File: config.mk
export PLATFORM = sky130hd
export DESIGN_NAME = dmxhtp_merge
export DESIGN_NICKNAME = d
export VERILOG_FILES = /design/src/rtl/dmx512_receiver_htp_merge_unit_defines.svh /design/src/rtl/dmxhtp_pkg.sv /design/src/rtl/dmxhtp_merge.sv
export SDC_FILE = /design/constraint.sdc
export NUM_CORES = 1
export LEC_CHECK = 0
export BUFFER_PORTS_ARGS = -buffer_cell sky130_fd_sc_hd__buf_2
export CELL_PAD_IN_SITES_DETAIL_PLACEMENT = 1
export CELL_PAD_IN_SITES_GLOBAL_PLACEMENT = 1
export CORE_UTILIZATION = 37
export CTS_CLUSTER_SIZE = 12
export DETAILED_ROUTE_END_ITERATION = 16
export PLACE_DENSITY_LB_ADDON = 0.1
export SYNTH_ARGS = -nofsm -noshare
export SYNTH_HDL_FRONTEND = slang
export SYNTH_SLANG_ARGS = --single-unit
File: constraint.sdc
create_clock -name clock -period 3.9 [get_ports clock]
set_input_delay 0.39 -clock clock [delete_from_list [all_inputs] [get_ports clock]]
set_output_delay 0.39 -clock clock [all_outputs]
set_load 0.01 [all_outputs]
File: src/rtl/dmx512_receiver_htp_merge_unit_defines.svh
// ----------------------------------------------------------------------------
// DMX512 HTP merge unit - assertion macros
// Concurrent assertion wrappers, clocked on clock and disabled during reset.
// ----------------------------------------------------------------------------
`ifndef DMX512_RECEIVER_HTP_MERGE_UNIT_DEFINES_SVH
`define DMX512_RECEIVER_HTP_MERGE_UNIT_DEFINES_SVH

`ifndef SYNTHESIS

// Implication checked on the same clock edge.
`define DMXHTP_ASSERT(label, prop, msg) \
   label: assert property (@(posedge clock) disable iff (reset) (prop)) else $error(msg);

// Precondition on one edge, consequence on the next.
`define DMXHTP_ASSERT_NEXT(label, pre, post, msg) \
   label: assert property (@(posedge clock) disable iff (reset) (pre) |=> (post)) \
      else $error(msg);

`else

`define DMXHTP_ASSERT(label, prop, msg)
`define DMXHTP_ASSERT_NEXT(label, pre, post, msg)

`endif

`endif

File: src/rtl/dmxhtp_pkg.sv
// ----------------------------------------------------------------------------
// DMX512 HTP merge unit - package
// Shared sizes, codes, item types and the per-channel merge function.
// ----------------------------------------------------------------------------
package dmxhtp_pkg;

   localparam int SLOTS       = 512;
   localparam int LANES       = 4;
   localparam int READ_PORTS  = 2;
   localparam int LANE_W      = $clog2(LANES);
   localparam int SLOT_AW     = $clog2(SLOTS);
   localparam int SLOT_IW     = 10;
   localparam int START_W     = 9;
   localparam int TIMEOUT_W   = 17;
   localparam int LEVEL_W     = 8;
   localparam int CSR_INDEX_W = 2;
   localparam int CSR_DATA_W  = 17;

   localparam logic [TIMEOUT_W-1:0] TIMEOUT_RESET = 17'h10000;

   localparam logic [1:0] FUNC_SLOT  = 2'd0;
   localparam logic [1:0] FUNC_TICK  = 2'd1;
   localparam logic [1:0] FUNC_MERGE = 2'd2;

   localparam logic [CSR_INDEX_W-1:0] CSR_START_ADDRESS = 2'd0;
   localparam logic [CSR_INDEX_W-1:0] CSR_TIMEOUT_TICKS = 2'd1;

   typedef enum logic [1:0] {
      PH_WAIT_BYTE  = 2'd0,
      PH_WAIT_BREAK = 2'd1,
      PH_WAIT_START = 2'd2,
      PH_DATA       = 2'd3
   } phase_type;

   typedef enum logic [1:0] {
      MG_IDLE   = 2'd0,
      MG_SECOND = 2'd1,
      MG_FINISH = 2'd2
   } merge_step_type;

   typedef struct packed {
      logic [1:0]         func;
      logic [LEVEL_W-1:0] rx_data;
      logic               frame_error;
      logic               overrun_error;
      logic [LEVEL_W-1:0] analog_0;
      logic [LEVEL_W-1:0] analog_1;
      logic [LEVEL_W-1:0] analog_2;
      logic [LEVEL_W-1:0] analog_3;
   } req_item_type;

   typedef struct packed {
      logic [LEVEL_W-1:0] level_0;
      logic [LEVEL_W-1:0] level_1;
      logic [LEVEL_W-1:0] level_2;
      logic [LEVEL_W-1:0] level_3;
      logic               frame_valid;
      logic [1:0]         rx_phase;
   } rsp_item_type;

   // Receiver status as seen by the merge sequencer and the result path.
   typedef struct packed {
      logic               frame_valid;
      phase_type          phase;
      logic [SLOT_IW-1:0] fill;
   } rx_status_type;

   // Highest-takes-precedence for one channel. Slots at or past the fill
   // count were never written since reset and are merged as zero.
   function automatic logic [LEVEL_W-1:0] merge_level(
      input logic               frame_valid,
      input logic [SLOT_IW-1:0] slot,
      input logic [SLOT_IW-1:0] fill,
      input logic [LEVEL_W-1:0] stored,
      input logic [LEVEL_W-1:0] analog
   );
      logic [LEVEL_W-1:0] result;
      result = analog;
      if (slot < SLOT_IW'(SLOTS) && slot < fill && frame_valid && stored > analog) begin
         result = stored;
      end
      return result;
   endfunction

endpackage

File: src/rtl/dmxhtp_merge.sv
// ----------------------------------------------------------------------------
// DMX512 HTP merge unit - merge sequencer
// Reads the addressed slots two at a time and forms the HTP levels.
// ----------------------------------------------------------------------------
module dmxhtp_merge (
   input  logic                                clock,
   input  logic                                reset,
   input  logic                                start,
   input  dmxhtp_pkg::req_item_type            item,
   input  logic [dmxhtp_pkg::START_W-1:0]      start_address,
   input  dmxhtp_pkg::rx_status_type           status,
   input  logic [dmxhtp_pkg::LEVEL_W-1:0]      rd_data [dmxhtp_pkg::READ_PORTS],
   output logic [dmxhtp_pkg::SLOT_AW-1:0]      rd_addr [dmxhtp_pkg::READ_PORTS],
   output logic                                busy,
   output logic                                done,
   output logic [dmxhtp_pkg::LEVEL_W-1:0]      level [dmxhtp_pkg::LANES]
);

   dmxhtp_pkg::merge_step_type        step_ff, step_in;
   logic [dmxhtp_pkg::LEVEL_W-1:0]    analog_ff [dmxhtp_pkg::LANES];
   logic [dmxhtp_pkg::LEVEL_W-1:0]    level_ff  [dmxhtp_pkg::READ_PORTS];
   logic [dmxhtp_pkg::LEVEL_W-1:0]    level_new [dmxhtp_pkg::READ_PORTS];
   logic [dmxhtp_pkg::SLOT_IW-1:0]    slot_rd   [dmxhtp_pkg::READ_PORTS];
   logic [dmxhtp_pkg::SLOT_IW-1:0]    slot_cap  [dmxhtp_pkg::READ_PORTS];
   logic [dmxhtp_pkg::LANE_W-1:0]     lane_cap  [dmxhtp_pkg::READ_PORTS];
   logic                              rd_pair;
   logic                              cap_pair;

   always_ff @(posedge clock) begin
      if (reset) begin
         step_ff <= dmxhtp_pkg::MG_IDLE;
      end else begin
         step_ff <= step_in;
      end
   end

   always_comb begin
      step_in = step_ff;
      case (step_ff)
         dmxhtp_pkg::MG_IDLE: begin
            if (start) begin
               step_in = dmxhtp_pkg::MG_SECOND;
            end
         end
         dmxhtp_pkg::MG_SECOND: begin
            step_in = dmxhtp_pkg::MG_FINISH;
         end
         dmxhtp_pkg::MG_FINISH: begin
            step_in = dmxhtp_pkg::MG_IDLE;
         end
         default: begin
            step_in = dmxhtp_pkg::MG_IDLE;
         end
      endcase
   end

   assign busy = (step_ff != dmxhtp_pkg::MG_IDLE);
   assign done = (step_ff == dmxhtp_pkg::MG_FINISH);

   // The first pair is read on the accepting edge, the second on the edge ending MG_SECOND.
   assign rd_pair  = (step_ff == dmxhtp_pkg::MG_SECOND);
   assign cap_pair = (step_ff == dmxhtp_pkg::MG_FINISH);

   always_comb begin
      for (int p = 0; p < dmxhtp_pkg::READ_PORTS; p++) begin
         slot_rd[p]   = dmxhtp_pkg::SLOT_IW'(start_address)
                      + dmxhtp_pkg::SLOT_IW'(int'(rd_pair) * dmxhtp_pkg::READ_PORTS + p);
         rd_addr[p]   = slot_rd[p][dmxhtp_pkg::SLOT_AW-1:0];
         lane_cap[p]  = dmxhtp_pkg::LANE_W'(int'(cap_pair) * dmxhtp_pkg::READ_PORTS + p);
         slot_cap[p]  = dmxhtp_pkg::SLOT_IW'(start_address)
                      + dmxhtp_pkg::SLOT_IW'(lane_cap[p]);
         level_new[p] = dmxhtp_pkg::merge_level(status.frame_valid, slot_cap[p], status.fill,
                                                rd_data[p], analog_ff[lane_cap[p]]);
      end
   end

   always_ff @(posedge clock) begin
      if (start) begin
         analog_ff[0] <= item.analog_0;
         analog_ff[1] <= item.analog_1;
         analog_ff[2] <= item.analog_2;
         analog_ff[3] <= item.analog_3;
      end
      if (step_ff == dmxhtp_pkg::MG_SECOND) begin
         level_ff <= level_new;
      end
   end

   always_comb begin
      for (int k = 0; k < dmxhtp_pkg::LANES; k++) begin
         if (k < dmxhtp_pkg::READ_PORTS) begin
            level[k] = level_ff[k];
         end else begin
            level[k] = level_new[k - dmxhtp_pkg::READ_PORTS];
         end
      end
   end

endmodule

==> flow_metrics.tcl <==
set metrics [dict create \
    syn-num-nets 395 \
    maxCapViolations 0 \
    clock_path_buffers 2 \
    rr_worst_depth 12 \
    cts_tree "done" \
    synth.distinct_cells 42 \
    die_area_mm2 0.00930 \
    fin_worst_skew_ns 0.0121 \
    timing.rr.start "step_ff[0]" \
    finalHoldViolCount 0 \
    synthCells 270 \
    arrival_ns 3.34 \
    status "finished clean" \
    core_mm2 0.00868 \
    first_global_vias 2509 \
    power_leakage_nw 1.89 \
    tightest_slew_ns 0.744 \
    dpl.hpwl_um 6120 \
    htreeDepth 2 \
    drive_gt1_share_pct 39.8 \
    max_freq_mhz 268 \
    path_class "reg -> out" \
    avgSynthCellArea_um2 12.2 \
    numClockSinks 50 \
    holdPathStages 2 \
    ff2ff_setup_slack_ns 0.77 \
    final-setup-viol-count 0 \
    end_kind "output pin" \
    endpoint "level[0]" \
    ant_nets 0 \
    grt_start_max_net_pins 34 \
    vias 2457 \
    io-pin-count 137 \
    cts-root-buf "clkbuf_8" \
    wl_met3_um 455 \
    whs_ns 0.244 \
    routed_via_density 4.91 \
    initial_core_util_pct 38.0 \
    die_x_um 96.4 \
    cts_buffers 5 \
    grt_usage_pct 16.6 \
    critPathMaxFanout 8 \
    fp.dieH_um 96.4 \
    reg2reg_to "level[16]" \
    wirelength_um 7650 \
    wl_met2_um 3760 \
    fin_nets 516 \
    wl_per_cell_um 15.3 \
    yosysSeqAreaShare_pct 44.9 \
    yosysWarnings 0 \
    powerDensity_mw_per_mm2 318 \
    synthFlopType "edfxtp_1" \
    diodes 0 \
    ir_worst_vdd_v 0.000199 \
    drt-pass1-iter-count 4 \
    final.period_utilization_pct 95.5 \
    area_delta_synth_final_pct 25.6 \
    netlist_area_mm2 0.00330 \
    io_buffers 122 \
    cp-start-kind "register" \
    drt_iter0_markers 20 \
    relSlewSlack_pct 50.4 \
    met1Wirelength_um 3350 \
    grt_overflow 0 \
    route.detailed.drc 0 \
    synth-seq-cells 50 \
    finalSetupTns_ns 0 \
    slew_viol_final 0 \
    synth-edff-count 48 \
    hold_path_class "in -> reg" \
    rsz0062_at_grt "no" \
    antenna_found_initial 0 \
    final_cell_mix "buf_2, edfxtp_1, ha_1, mux2i_1, inv_1" \
    final_common_cell "buf_2" \
    top_layer "met4" \
    crit_required_ns 3.51 \
    period_needed_ns 3.73 \
    synthArstFlopShare_pct 0 \
    rows 34 \
    post_cts_buffers 0 \
    cp-startpoint "step_ff[0]" \
    insertion_delay_ns 0.31 \
    cts.clk_slew.worst_paths_ns 0.10 \
    grt_pass1_wl_um 11600 \
    gp_congestion 0.791 \
]
-- worst min path at each step --
stage | from | to | slack [ns]
2_1_floorplan | step_ff[0] | step_ff[0] | 0.44
3_3_place_gp | step_ff[0] | step_ff[0] | 0.48
3_5_place_dp | step_ff[1] | step_ff[1] | 0.49
4_1_cts | reset | step_ff[1] | 0.23
5_1_grt | item[20] | analog_ff[1][4] | 0.23
6_report | reset | step_ff[1] | 0.24
-- metrics by stage --
| stage | util (%) | cell area (um^2) | setup WS (ns) | cells | total power, mW |
|---|---|---|---|---|---|
| after detailed placement | 46.1 | 4000 | 0.256 | 492 | 1.01 |
| after global placement | 46.1 | 4000 | 0.287 | 492 | 0.999 |
| after floorplan | - | 3300 | 0.339 | 270 | 0.872 |
| after CTS | 47.4 | 4120 | 0.0549 | 500 | 1.34 |
| final | 47.7 | 4140 | 0.174 | 500 | 1.32 |
| after global routing | 47.7 | 4140 | 0.00131 | 500 | 1.39 |
-- cell usage after synthesis (4+ instances only) --
| cell type | instances | area share [%] |
|---|---|---|
| inv_1 | 26 | 3.0 |
| nand3_1 | 10 | 1.5 |
| nor2_1 | 10 | 1.1 |
| nor2b_1 | 5 | 0.95 |
| a21oi_1 | 9 | 1.4 |
| xor2_1 | 8 | 2.1 |
| xnor2_1 | 18 | 4.8 |
| buf_2 | 6 | 0.91 |
| nand2_1 | 13 | 1.5 |
| ha_1 | 38 | 14 |
| nand4_1 | 8 | 1.5 |
| o21ai_0 | 4 | 0.61 |
| mux2i_1 | 28 | 8.5 |
| edfxtp_1 | 48 | 44 |
-- cell families (layout without fill, tap and decap cells) --
group	Yosys count	after routing	share of synthesized area [%]
simple gates	56	56	9.18
buf+inv	36	158	4.78
mux	32	32	10.1
xor+xnor	26	26	6.90
fa+ha+maj	40	40	15.6
compound gates	30	30	8.50
flops	50	50	44.9
-- state kept, by name, summed over array words and instances (netlist names) --
name       flops
analog_ff     32
level         16
step_ff        2
-- worst max-delay path: stages, from the launching register on --
cell and delay [ns]:
dfxtp_1 0.43, nor2b_4 0.08, ha_4 0.18, ha_4 0.18
a31oi_4 0.22, nor2_1 0.10, xor2_1 0.15, ha_1 0.30
a21o_1 0.16, a21o_1 0.20, a211oi_4 0.27, o311ai_4 0.25
mux2_4 0.37, buf_2 0.14
-- repair_timing --
item,in CTS,in global routing
hold buffers,0,0
setup endpoints to repair,8,8
resized for setup,5,4
-- routing by layer --
layer / track usage, % / vias to the layer above
li1: - / 1217
met1: 19.6 / 1163
met2: 30.2 / 71
met3: 4.15 / 6
met4: 4.04 / 0
met5: 0 / -
-- area by class of cell --
| class | count | area [um^2] |
|---|---|---|
| Multi-Input combinational cell | 184 | 1700 |
| Inverter | 26 | 97.6 |
| Tap cell | 108 | 135 |
| Clock buffer | 5 | 68.8 |
| Sequential cell | 50 | 1480 |
| Clock inverter | 3 | 28.8 |
| Timing Repair Buffer | 124 | 629 |
| Fill cell | 987 | 4540 |
-- power breakdown --
group,internal [mW],switching [mW],total (mW)
sequential,0.636,0.0100,0.646
combinational,0.157,0.193,0.350
clock,0.133,0.190,0.323
Power figures use the tool's default switching activity.
