`config.mk`:
```
export PLATFORM = sky130hd
export DESIGN_NAME = dmxhtp_rx_ctrl
export DESIGN_NICKNAME = d
export VERILOG_FILES = /design/src/rtl/dmx512_receiver_htp_merge_unit_defines.svh /design/src/rtl/dmxhtp_pkg.sv /design/src/rtl/dmxhtp_rx_ctrl.sv
export SDC_FILE = /design/constraint.sdc
export NUM_CORES = 1
export LEC_CHECK = 0
export ABC_AREA = 1
export BUFFER_PORTS_ARGS = -buffer_cell sky130_fd_sc_hd__buf_2
export CAP_MARGIN = 20
export CORE_MARGIN = 2
export CORE_UTILIZATION = 49
export DETAILED_ROUTE_END_ITERATION = 7
export GPL_TIMING_DRIVEN = 0
export PLACE_DENSITY = 0.83
export SLEW_MARGIN = 0
export SYNTH_ARGS = -nofsm -noshare
export SYNTH_HDL_FRONTEND = slang
export SYNTH_SLANG_ARGS = --single-unit
```
`constraint.sdc`:
```
create_clock -name clock -period 3.19 [get_ports clock]
set_clock_uncertainty 0.15 [all_clocks]
set_input_delay 0.4785 -clock clock [delete_from_list [all_inputs] [get_ports clock]]
set_output_delay 0.4785 -clock clock [all_outputs]
set_load 0.02 [all_outputs]
```
`src/rtl/dmx512_receiver_htp_merge_unit_defines.svh`:
```
// ----------------------------------------------------------------------------
// DMX512 HTP merge unit - assertion macros
// Concurrent assertion wrappers, clocked on clock and disabled during reset.
// ----------------------------------------------------------------------------
`ifndef DMX512_RECEIVER_HTP_MERGE_UNIT_DEFINES_SVH
`define DMX512_RECEIVER_HTP_MERGE_UNIT_DEFINES_SVH

`ifndef SYNTHESIS

// Implication checked on the same clock edge.
`define DMXHTP_ASSERT(label, prop, msg) \
   label: assert property (@(posedge clock) disable iff (reset) (prop)) else $error(msg);

// Precondition on one edge, consequence on the next.
`define DMXHTP_ASSERT_NEXT(label, pre, post, msg) \
   label: assert property (@(posedge clock) disable iff (reset) (pre) |=> (post)) \
      else $error(msg);

`else

`define DMXHTP_ASSERT(label, prop, msg)
`define DMXHTP_ASSERT_NEXT(label, pre, post, msg)

`endif

`endif

```
`src/rtl/dmxhtp_pkg.sv`:
```
// ----------------------------------------------------------------------------
// DMX512 HTP merge unit - package
// Shared sizes, codes, item types and the per-channel merge function.
// ----------------------------------------------------------------------------
package dmxhtp_pkg;

   localparam int SLOTS       = 512;
   localparam int LANES       = 4;
   localparam int READ_PORTS  = 2;
   localparam int LANE_W      = $clog2(LANES);
   localparam int SLOT_AW     = $clog2(SLOTS);
   localparam int SLOT_IW     = 10;
   localparam int START_W     = 9;
   localparam int TIMEOUT_W   = 17;
   localparam int LEVEL_W     = 8;
   localparam int CSR_INDEX_W = 2;
   localparam int CSR_DATA_W  = 17;

   localparam logic [TIMEOUT_W-1:0] TIMEOUT_RESET = 17'h10000;

   localparam logic [1:0] FUNC_SLOT  = 2'd0;
   localparam logic [1:0] FUNC_TICK  = 2'd1;
   localparam logic [1:0] FUNC_MERGE = 2'd2;

   localparam logic [CSR_INDEX_W-1:0] CSR_START_ADDRESS = 2'd0;
   localparam logic [CSR_INDEX_W-1:0] CSR_TIMEOUT_TICKS = 2'd1;

   typedef enum logic [1:0] {
      PH_WAIT_BYTE  = 2'd0,
      PH_WAIT_BREAK = 2'd1,
      PH_WAIT_START = 2'd2,
      PH_DATA       = 2'd3
   } phase_type;

   typedef enum logic [1:0] {
      MG_IDLE   = 2'd0,
      MG_SECOND = 2'd1,
      MG_FINISH = 2'd2
   } merge_step_type;

   typedef struct packed {
      logic [1:0]         func;
      logic [LEVEL_W-1:0] rx_data;
      logic               frame_error;
      logic               overrun_error;
      logic [LEVEL_W-1:0] analog_0;
      logic [LEVEL_W-1:0] analog_1;
      logic [LEVEL_W-1:0] analog_2;
      logic [LEVEL_W-1:0] analog_3;
   } req_item_type;

   typedef struct packed {
      logic [LEVEL_W-1:0] level_0;
      logic [LEVEL_W-1:0] level_1;
      logic [LEVEL_W-1:0] level_2;
      logic [LEVEL_W-1:0] level_3;
      logic               frame_valid;
      logic [1:0]         rx_phase;
   } rsp_item_type;

   // Receiver status as seen by the merge sequencer and the result path.
   typedef struct packed {
      logic               frame_valid;
      phase_type          phase;
      logic [SLOT_IW-1:0] fill;
   } rx_status_type;

   // Highest-takes-precedence for one channel. Slots at or past the fill
   // count were never written since reset and are merged as zero.
   function automatic logic [LEVEL_W-1:0] merge_level(
      input logic               frame_valid,
      input logic [SLOT_IW-1:0] slot,
      input logic [SLOT_IW-1:0] fill,
      input logic [LEVEL_W-1:0] stored,
      input logic [LEVEL_W-1:0] analog
   );
      logic [LEVEL_W-1:0] result;
      result = analog;
      if (slot < SLOT_IW'(SLOTS) && slot < fill && frame_valid && stored > analog) begin
         result = stored;
      end
      return result;
   endfunction

endpackage

```
`src/rtl/dmxhtp_rx_ctrl.sv`:
```
// ----------------------------------------------------------------------------
// DMX512 HTP merge unit - receiver control
// Break, start code and data state machine, inactivity timer and fill count.
// ----------------------------------------------------------------------------
module dmxhtp_rx_ctrl (
   input  logic                                   clock,
   input  logic                                   reset,
   input  logic                                   slot_take,
   input  logic                                   tick_take,
   input  logic [dmxhtp_pkg::LEVEL_W-1:0]         rx_data,
   input  logic                                   frame_error,
   input  logic                                   overrun_error,
   input  logic [dmxhtp_pkg::START_W-1:0]         start_address,
   input  logic [dmxhtp_pkg::TIMEOUT_W-1:0]       timeout_ticks,
   output logic                                   wr_en,
   output logic [dmxhtp_pkg::SLOT_AW-1:0]         wr_addr,
   output logic [dmxhtp_pkg::LEVEL_W-1:0]         wr_data,
   output dmxhtp_pkg::rx_status_type              status,
   output dmxhtp_pkg::rx_status_type              status_next
);

   dmxhtp_pkg::phase_type                phase_ff, phase_in;
   logic [dmxhtp_pkg::SLOT_IW-1:0]       slot_index_ff, slot_index_in;
   logic [dmxhtp_pkg::SLOT_IW-1:0]       fill_ff, fill_in;
   logic                                 valid_ff, valid_in;
   logic [dmxhtp_pkg::TIMEOUT_W-1:0]     idle_count_ff, idle_count_in;
   logic                                 idle_running_ff, idle_running_in;

   logic [dmxhtp_pkg::SLOT_IW-1:0]       slot_next;
   logic [dmxhtp_pkg::SLOT_IW-1:0]       valid_mark;
   logic [dmxhtp_pkg::TIMEOUT_W-1:0]     idle_next;
   logic [dmxhtp_pkg::TIMEOUT_W-1:0]     limit;
   logic                                 data_zero;

   always_ff @(posedge clock) begin
      if (reset) begin
         phase_ff <= dmxhtp_pkg::PH_WAIT_BREAK;
      end else begin
         phase_ff <= phase_in;
      end
   end

   always_ff @(posedge clock) begin
      if (reset) begin
         slot_index_ff   <= '0;
         fill_ff         <= '0;
         valid_ff        <= 1'b0;
         idle_count_ff   <= '0;
         idle_running_ff <= 1'b1;
      end else begin
         slot_index_ff   <= slot_index_in;
         fill_ff         <= fill_in;
         valid_ff        <= valid_in;
         idle_count_ff   <= idle_count_in;
         idle_running_ff <= idle_running_in;
      end
   end

   assign slot_next  = slot_index_ff + dmxhtp_pkg::SLOT_IW'(1);
   assign valid_mark = dmxhtp_pkg::SLOT_IW'(start_address)
                     + dmxhtp_pkg::SLOT_IW'(dmxhtp_pkg::LANES);
   assign idle_next  = idle_count_ff + dmxhtp_pkg::TIMEOUT_W'(1);
   assign limit      = (timeout_ticks == '0) ? dmxhtp_pkg::TIMEOUT_W'(1) : timeout_ticks;
   assign data_zero  = (rx_data == '0);

   assign wr_addr = slot_index_ff[dmxhtp_pkg::SLOT_AW-1:0];
   assign wr_data = rx_data;

   always_comb begin
      phase_in        = phase_ff;
      slot_index_in   = slot_index_ff;
      fill_in         = fill_ff;
      valid_in        = valid_ff;
      idle_count_in   = idle_count_ff;
      idle_running_in = idle_running_ff;
      wr_en           = 1'b0;

      if (slot_take) begin
         if (overrun_error) begin
            phase_in = dmxhtp_pkg::PH_WAIT_BYTE;
         end else begin
            case (phase_ff)
               dmxhtp_pkg::PH_WAIT_BYTE: begin
                  if (!frame_error) begin
                     phase_in = dmxhtp_pkg::PH_WAIT_BREAK;
                  end
               end
               dmxhtp_pkg::PH_WAIT_BREAK: begin
                  if (frame_error && data_zero) begin
                     phase_in = dmxhtp_pkg::PH_WAIT_START;
                  end
               end
               dmxhtp_pkg::PH_WAIT_START: begin
                  if (frame_error) begin
                     phase_in = dmxhtp_pkg::PH_WAIT_BYTE;
                  end else if (data_zero) begin
                     slot_index_in = '0;
                     phase_in      = dmxhtp_pkg::PH_DATA;
                  end else begin
                     phase_in = dmxhtp_pkg::PH_WAIT_BREAK;
                  end
               end
               dmxhtp_pkg::PH_DATA: begin
                  if (frame_error) begin
                     phase_in = data_zero ? dmxhtp_pkg::PH_WAIT_START
                                          : dmxhtp_pkg::PH_WAIT_BYTE;
                  end else begin
                     if (slot_index_ff < dmxhtp_pkg::SLOT_IW'(dmxhtp_pkg::SLOTS)) begin
                        wr_en = 1'b1;
                        if (slot_next > fill_ff) begin
                           fill_in = slot_next;
                        end
                     end
                     slot_index_in   = slot_next;
                     idle_count_in   = '0;
                     idle_running_in = 1'b1;
                     if (slot_next >= dmxhtp_pkg::SLOT_IW'(dmxhtp_pkg::SLOTS) ||
                         slot_next >= valid_mark) begin
                        valid_in = 1'b1;
                     end
                     if (slot_next >= dmxhtp_pkg::SLOT_IW'(dmxhtp_pkg::SLOTS)) begin
                        phase_in = dmxhtp_pkg::PH_WAIT_BREAK;
                     end
                  end
               end
               default: begin
                  phase_in = dmxhtp_pkg::PH_WAIT_BREAK;
               end
            endcase
         end
      end

      if (tick_take && idle_running_ff) begin
         idle_count_in = idle_next;
         if (idle_next >= limit) begin
            valid_in        = 1'b0;
            idle_running_in = 1'b0;
         end
      end
   end

   assign status.frame_valid      = valid_ff;
   assign status.phase            = phase_ff;
   assign status.fill             = fill_ff;
   assign status_next.frame_valid = valid_in;
   assign status_next.phase       = phase_in;
   assign status_next.fill        = fill_in;

endmodule

```
==> flow_metrics.tcl, run 1 <==
set metrics [dict create \
    finalSetupViolCount 11 \
    design.final.nets 723 \
    cts_tree "yes" \
    ctsHtreeMaxLevel 2 \
    final.min_clock_period_ns 3.71 \
    cts.path.max_buffers 2 \
    critical_path_arrival_ns 3.08 \
    route.final.wire_length_um 11700 \
    detailedRoute.firstIterationViolations 208 \
    firstDrtPassIters 5 \
    grt.overflow.total 0 \
    worstPathMaxFanout 5 \
    post_route_cells_drive_above_1_share_pct 41.2 \
    cp_data_required_time_ns 2.56 \
    io-pin-count 84 \
    dominant_synthesized_flop_cell "sky130_fd_sc_hd__dfxtp_1" \
    leakagePower_nw 2.51 \
    min-delay-path-class "reg -> reg" \
    final_core_util_pct 72.5 \
    synth_enable_flop_cells 0 \
    synth_simple_gate_area_share_pct 29.9 \
    worst-slew-pin-transition_ns 0.779 \
    max-vdd-ir-drop_v 0.000152 \
    slew_headroom_pct 47.7 \
    grt_start_max_net_pins 12 \
    intPower_uw 717 \
    grt.total_usage_pct 28.4 \
    yosys.area_share.xor_xnor_pct 4.81 \
    post-route-drc-count 0 \
    switching_share_pct 28.2 \
    number_of_buffers_added_on_ports 82 \
    hold_violations 0 \
    worst_slack_ns -0.516 \
    status "finished, violations left" \
    cts.hold.buffers_added 0 \
    placement_rows 30 \
    clock-root-buffer "sky130_fd_sc_hd__clkbuf_8" \
    die-height_um 88.4 \
    critPathCaptureType "output port" \
    drt.antenna.violating_nets 0 \
    power.clock.fraction_pct 33.0 \
    routabilityCongestion 0.920 \
    die_width_um 88.4 \
    synth-seq-cells 41 \
    power_density_mw_per_mm2 202 \
    area.growth.synth_to_final_pct 42.0 \
    cts_sinks 41 \
    p_total_uw 999 \
    core-area_mm2 0.00683 \
    clock_latency_ns 0.31 \
    timing_max_transition_violations_final 0 \
    timing.critical_path.from_type "flip-flop" \
    n_antenna_cell 0 \
    grt_pass1_vias 3954 \
    synth.area.mux_share_pct 0 \
    post_synth_instance_area_mm2 0.00349 \
    failed_checks "setup timing" \
    timing.fmax_mhz 270 \
    synth_seq_area_share_pct 23.5 \
    post-route-period-util_pct 116 \
    die_area_mm2 0.00781 \
    cap_violations 0 \
    synth_async_reset_ratio_pct 0 \
    dr_total_vias 4027 \
    cts_buffers 5 \
    power.switching_uw 282 \
    initial_core_util_pct 51.1 \
    wl_per_cell_um 15.7 \
    postSynthAreaPerCell_um2 6.77 \
    ys_warn_count 0 \
    seqPwrFrac_pct 51.4 \
    grt_setup_unrepaired "yes" \
    cts_clk_pin_slew_worst_paths_ns 0.08 \
    post_drt_via_cell_ratio 5.43 \
    hpwlAfterDp_um 6680 \
    synth.lib_cells_used.distinct 38 \
    synth_fp_nets 591 \
    synth-compound-area-share_pct 13.1 \
    synth_cells 515 \
    grt_first_pass_wirelength_um 17400 \
    synth_top_family_by_area "simple AND/OR/NAND/NOR gates" \
    timing_worst_setup_path_type "reg -> out" \
    adder_cell_area_share_of_the_yosys_netlist_pct 12.9 \
    combPwrFrac_pct 15.6 \
    antenna_found_initial 0 \
]
[layer usage]
layer  vias to the layer above  share of wire, %  GRT usage (%)
met3                        68               5.0           5.04
met1                      1890                37           27.4
met5                         -                 0              0
li1                       1889                 -              -
met2                       180                52           54.7
met4                         0               6.0           18.5
[area by class of cell]
type,instances,area [um2]
multi-input combinational,352,2490
sequential,41,852
timing repair buffer,126,858
inverter,93,349
tap,96,120
fill,507,1880
clock inverter,1,5.00
clock buffer,5,68.8
buffer,28,209
[power by group through the flow]
stage | Combinational (mW) | Clock, mW | Sequential (mW)
3_5_place_dp | 0.141 | 0 | 0.529
6_report | 0.156 | 0.330 | 0.513
3_3_place_gp | 0.133 | 0 | 0.529
4_1_cts | 0.149 | 0.322 | 0.514
5_1_grt | 0.171 | 0.350 | 0.513
2_1_floorplan | 0.0848 | 0 | 0.530
[stage by stage]
stage	hold WS (ns)	TNS [ns]	setup WS [ns]	instance area, um2	cells
final	0.332	-5.16	-0.516	4950	742
after floorplan	0.300	0	0.107	3490	515
after detailed placement	0.322	-2.75	-0.538	4020	693
after CTS	0.334	-2.95	-0.408	4770	728
after global placement	0.310	-1.91	-0.481	4020	693
after global routing	0.358	-6.35	-0.710	4950	742
[sequential cells by signal (all words and copies together) (netlist names)]
signal           count
slot_index_ff       10
phase_ff             2
fill_ff             10
idle_running_ff      1
valid_ff             1
idle_count_ff       17
[cell usage in the layout (no fill, tap or decap), types with 3 or more instances in the layout]
cell / count
sky130_fd_sc_hd__inv_2: 17
sky130_fd_sc_hd__clkbuf_8: 5
sky130_fd_sc_hd__o21ai_4: 10
sky130_fd_sc_hd__xor2_1: 10
sky130_fd_sc_hd__nand4_1: 17
sky130_fd_sc_hd__buf_12: 4
sky130_fd_sc_hd__clkbuf_1: 5
sky130_fd_sc_hd__nand3_4: 3
sky130_fd_sc_hd__dfxtp_1: 32
sky130_fd_sc_hd__inv_1: 75
sky130_fd_sc_hd__o21ai_0: 14
sky130_fd_sc_hd__nor3_2: 3
sky130_fd_sc_hd__dfxtp_4: 8
sky130_fd_sc_hd__nand2_1: 107
sky130_fd_sc_hd__ha_4: 8
sky130_fd_sc_hd__nand3_1: 11
sky130_fd_sc_hd__buf_2: 74
sky130_fd_sc_hd__o21ai_1: 4
sky130_fd_sc_hd__ha_1: 28
sky130_fd_sc_hd__nand2_4: 8
sky130_fd_sc_hd__buf_4: 58
sky130_fd_sc_hd__nor2_4: 4
sky130_fd_sc_hd__a21oi_1: 39
sky130_fd_sc_hd__buf_6: 12
sky130_fd_sc_hd__nor2_1: 20
sky130_fd_sc_hd__nor2_2: 17
sky130_fd_sc_hd__nor4_1: 3
sky130_fd_sc_hd__nand2_2: 17
[kinds of logic (layout without fill, tap and decap cells)]
family,count (synthesis),after routing
compound gates,78,78
xor+xnor,17,17
fa+ha+maj,36,36
buf+inv,122,253
flops,41,41
simple gates,221,221
[worst max-delay path, stage by stage, from the launching register on]
cell and delay [ns]:
sky130_fd_sc_hd__dfxtp_4 0.41, sky130_fd_sc_hd__ha_4 0.17, sky130_fd_sc_hd__nand3_4 0.10, sky130_fd_sc_hd__nor2_4 0.12
sky130_fd_sc_hd__nand3_2 0.10, sky130_fd_sc_hd__xor2_2 0.17, sky130_fd_sc_hd__inv_2 0.07, sky130_fd_sc_hd__ha_4 0.27
sky130_fd_sc_hd__nand4_1 0.14, sky130_fd_sc_hd__inv_2 0.15, sky130_fd_sc_hd__o21ai_2 0.08, sky130_fd_sc_hd__nor2_2 0.11
sky130_fd_sc_hd__nor2_2 0.06, sky130_fd_sc_hd__nand2_2 0.09, sky130_fd_sc_hd__nand2_4 0.09, sky130_fd_sc_hd__buf_12 0.15
sky130_fd_sc_hd__buf_12 0.13, sky130_fd_sc_hd__o21ai_4 0.15, sky130_fd_sc_hd__inv_2 0.05, sky130_fd_sc_hd__buf_6 0.12
[worst paths after layout]
check,cells past startpoint,endpoint,startpoint,slack [ns]
worst min-delay path,2,idle_count_ff[16]$_SDFFE_PP0P_,idle_count_ff[16]$_SDFFE_PP0P_,0.33
worst max-delay path,19,status_next[8],slot_index_ff[1]$_SDFFE_PP0P_,-0.52
worst max register to register,21,fill_ff[7]$_SDFF_PP0_,slot_index_ff[1]$_SDFFE_PP0P_,0.04
worst min register to register,2,idle_count_ff[16]$_SDFFE_PP0P_,idle_count_ff[16]$_SDFFE_PP0P_,0.33
[synthesized netlist by cell type, types with 11 or more instances]
cell                        n  share of area (%)
sky130_fd_sc_hd__ha_1      36                 13
sky130_fd_sc_hd__xor2_1    13                3.3
sky130_fd_sc_hd__nor2_2    14                2.5
sky130_fd_sc_hd__o21ai_0   16                2.3
sky130_fd_sc_hd__nand3_1   13                1.9
sky130_fd_sc_hd__nand4_1   17                3.0
sky130_fd_sc_hd__a21oi_1   39                5.6
sky130_fd_sc_hd__inv_1     80                8.6
sky130_fd_sc_hd__dfxtp_1   41                 24
sky130_fd_sc_hd__buf_4     19                4.1
sky130_fd_sc_hd__nor2_1    25                2.7
sky130_fd_sc_hd__inv_2     11                1.2
sky130_fd_sc_hd__nand2_1  115                 12
sky130_fd_sc_hd__nand2_2   16                2.9
[repair_timing]
action / 4_1_cts / 5_1_grt
setup endpoints to repair: 11 / 19
cloned: 2 / 0
resized for setup: 86 / 28
pin swaps: 21 / 35
setup buffers: 28 / 16
(Power assumes the default switching activity.)
==> run 2, diff against run 1 <==
--- a/config.mk
+++ b/config.mk
@@ -6,9 +6,9 @@
 export NUM_CORES = 1
 export LEC_CHECK = 0
 export ABC_AREA = 1
-export BUFFER_PORTS_ARGS = -buffer_cell sky130_fd_sc_hd__buf_2
+export BUFFER_PORTS_ARGS = -buffer_cell sky130_fd_sc_hd__buf_4
 export CAP_MARGIN = 20
-export CORE_MARGIN = 2
+export CORE_MARGIN = 8
 export CORE_UTILIZATION = 49
 export DETAILED_ROUTE_END_ITERATION = 7
 export GPL_TIMING_DRIVEN = 0
==> flow_metrics.tcl, run 2 (synthesis results as in run 1) <==
set metrics [dict create \
    power.switching_uw 299 \
    cp_data_required_time_ns 2.56 \
    hold_violations 0 \
    combPwrFrac_pct 15.6 \
    detailedRoute.firstIterationViolations 285 \
    route.final.wire_length_um 12500 \
    worst-r2r-setup-slack_ns 0.06 \
    firstDrtPassIters 6 \
    cap_violations 0 \
    timing.fmax_mhz 270 \
    core-area_mm2 0.00683 \
    final.min_clock_period_ns 3.70 \
    placement_rows 30 \
    power_density_mw_per_mm2 213 \
    critical_path_arrival_ns 3.07 \
    cts_sinks 41 \
    min-delay-path-class "reg -> reg" \
    design.final.nets 717 \
    ctsHtreeMaxLevel 2 \
    timing.critical_path.from_type "flip-flop" \
    die_width_um 100 \
    numPlacedInstances 693 \
    clock_latency_ns 0.31 \
    dr_total_vias 3999 \
    cts.path.max_buffers 2 \
    reg_to_reg_end "fill_ff[9]$_SDFF_PP0_" \
    cts_tree "yes" \
    grt_first_pass_wirelength_um 17900 \
    worst_slack_ns -0.509 \
    timing_worst_setup_path_type "reg -> out" \
    most-common-layout-cells "sky130_fd_sc_hd__buf_4 (123), sky130_fd_sc_hd__nand2_1 (108), sky130_fd_sc_hd__inv_1 (75)" \
    drt.antenna.violating_nets 0 \
    worst-slew-pin-transition_ns 0.845 \
    seqPwrFrac_pct 47.4 \
    finalSetupTns_ns -5.18 \
    detailedPlace.worstSlack_ns -0.564 \
    failed_checks "setup timing" \
    status "finished, violations left" \
    post-route-period-util_pct 116 \
    n_antenna_cell 0 \
    post_layout_nonfiller_instances 738 \
    grt_setup_unrepaired "yes" \
    power.clock.fraction_pct 37.0 \
    grt_pass1_vias 3952 \
    commonest_non_fill_non_tap_cell_in_the_layout "sky130_fd_sc_hd__buf_4" \
    registers.top_by_ff_count "idle_count_ff" \
    cp-startpoint "slot_index_ff[4]$_SDFFE_PP0P_" \
    post_drt_via_cell_ratio 5.42 \
    die_area_mm2 0.0101 \
    reg2regPathDepth 18 \
    antenna_found_initial 0 \
    largestRegisters "idle_count_ff x17, fill_ff x10, slot_index_ff x10" \
    intPower_uw 783 \
    post_route_cells_drive_above_1_share_pct 39.1 \
    wl_per_cell_um 17.0 \
    grt.total_usage_pct 21.8 \
    number_of_buffers_added_on_ports 82 \
    cts_buffers 5 \
    cts_clk_pin_slew_worst_paths_ns 0.09 \
    timing_max_transition_violations_final 0 \
    io-pin-count 84 \
    leakagePower_nw 2.52 \
    die-height_um 100 \
    clock-root-buffer "sky130_fd_sc_hd__clkbuf_8" \
    grt.overflow.total 0 \
    grt_start_max_net_pins 13 \
    worstPathMaxFanout 6 \
    post-route-drc-count 0 \
    worst_setup_path_endpoint "status_next[8]" \
    hold_ws_ns 0.351 \
    max-vdd-ir-drop_v 0.000155 \
    timing.rr.start "slot_index_ff[4]$_SDFFE_PP0P_" \
    critPathCaptureType "output port" \
    area.growth.synth_to_final_pct 45.5 \
    flip_flop_count_of_the_largest_register_all_copies_and_words_added 17 \
    hpwlAfterDp_um 7380 \
    finalSetupViolCount 11 \
    switching_share_pct 27.6 \
    routabilityCongestion 0.900 \
    slew_headroom_pct 43.3 \
    initial_core_util_pct 51.1 \
]
run 2: cell count changes in the layout (fill, tap and decap cells not counted), sizes merged:
cell	delta
inv	-1
clkbuf	+2
buf	-6
clkinv	+1
run 2: per-stage QoR:
step	area [um2]	utilization, %	total power, mW
after floorplan	3490	-	0.615
after global placement	4220	61.8	0.681
after detailed placement	4220	61.8	0.688
after CTS	4870	71.3	1.07
after global routing	5070	74.3	1.11
final	5070	74.3	1.08
run 2: routing by layer:
metal	wire length, um	track usage [%]	vias to the layer above	share of wire, %
li1	-	-	1873	-
met1	4630	21.8	1850	37
met2	6420	41.8	215	51
met3	850	4.84	61	6.8
met4	613	9.42	0	4.9
met5	0	0	-	0
run 2: timing repair:
action | CTS | global route
endpoints found under the setup margin | 11 | 13
cloned | 2 | 0
pin swaps | 35 | 20
hold endpoints to repair | 0 | 0
gates resized for setup | 66 | 26
hold buffers | 0 | 0
setup buffers | 23 | 13
run 2: critical path: stages, from the launching register on:
cell                      delay (ns)
sky130_fd_sc_hd__dfxtp_4        0.41
sky130_fd_sc_hd__nand2_2        0.09
sky130_fd_sc_hd__nor2_4         0.14
sky130_fd_sc_hd__nand2_2        0.08
sky130_fd_sc_hd__nor2_4         0.16
sky130_fd_sc_hd__buf_12         0.13
sky130_fd_sc_hd__xor2_4         0.19
sky130_fd_sc_hd__ha_4           0.23
sky130_fd_sc_hd__a21oi_1        0.27
sky130_fd_sc_hd__o21ai_0        0.14
sky130_fd_sc_hd__nor2_1         0.17
sky130_fd_sc_hd__nand2_1        0.11
sky130_fd_sc_hd__nand2_4        0.16
sky130_fd_sc_hd__buf_8          0.18
sky130_fd_sc_hd__nand2_4        0.07
sky130_fd_sc_hd__o21ai_4        0.07
sky130_fd_sc_hd__inv_2          0.05
sky130_fd_sc_hd__buf_6          0.12
run 2: power by group through the flow:
stage | Sequential [mW] | Clock (mW) | Combinational, mW
2_1_floorplan | 0.530 | 0 | 0.0848
3_3_place_gp | 0.529 | 0 | 0.152
3_5_place_dp | 0.529 | 0 | 0.159
4_1_cts | 0.514 | 0.388 | 0.164
5_1_grt | 0.514 | 0.412 | 0.186
6_report | 0.514 | 0.400 | 0.169
run 2: worst min-delay path by stage:
stage / cells past startpoint / to / start / slack (ns)
detailed placement: 2 / idle_count_ff[5]$_SDFFE_PP0P_ / idle_count_ff[5]$_SDFFE_PP0P_ / 0.33
CTS: 2 / idle_count_ff[5]$_SDFFE_PP0P_ / idle_count_ff[5]$_SDFFE_PP0P_ / 0.34
finish: 2 / idle_count_ff[16]$_SDFFE_PP0P_ / idle_count_ff[16]$_SDFFE_PP0P_ / 0.35
global route: 2 / idle_count_ff[6]$_SDFFE_PP0P_ / idle_count_ff[6]$_SDFFE_PP0P_ / 0.37
floorplan: 2 / idle_running_ff$_SDFF_PP1_ / idle_running_ff$_SDFF_PP1_ / 0.30
global placement: 2 / idle_count_ff[16]$_SDFFE_PP0P_ / idle_count_ff[16]$_SDFFE_PP0P_ / 0.31
run 2: layout make-up:
| class | instances | area (um2) |
|---|---|---|
| well taps | 96 | 120 |
| fillers | 488 | 1760 |
| plain buffers | 28 | 199 |
| clock buffers | 7 | 96.3 |
| inverters | 93 | 349 |
| repair buffers | 120 | 998 |
| flip-flops and latches | 41 | 848 |
| multi-input cells | 352 | 2460 |
| clock inverters | 1 | 5.00 |
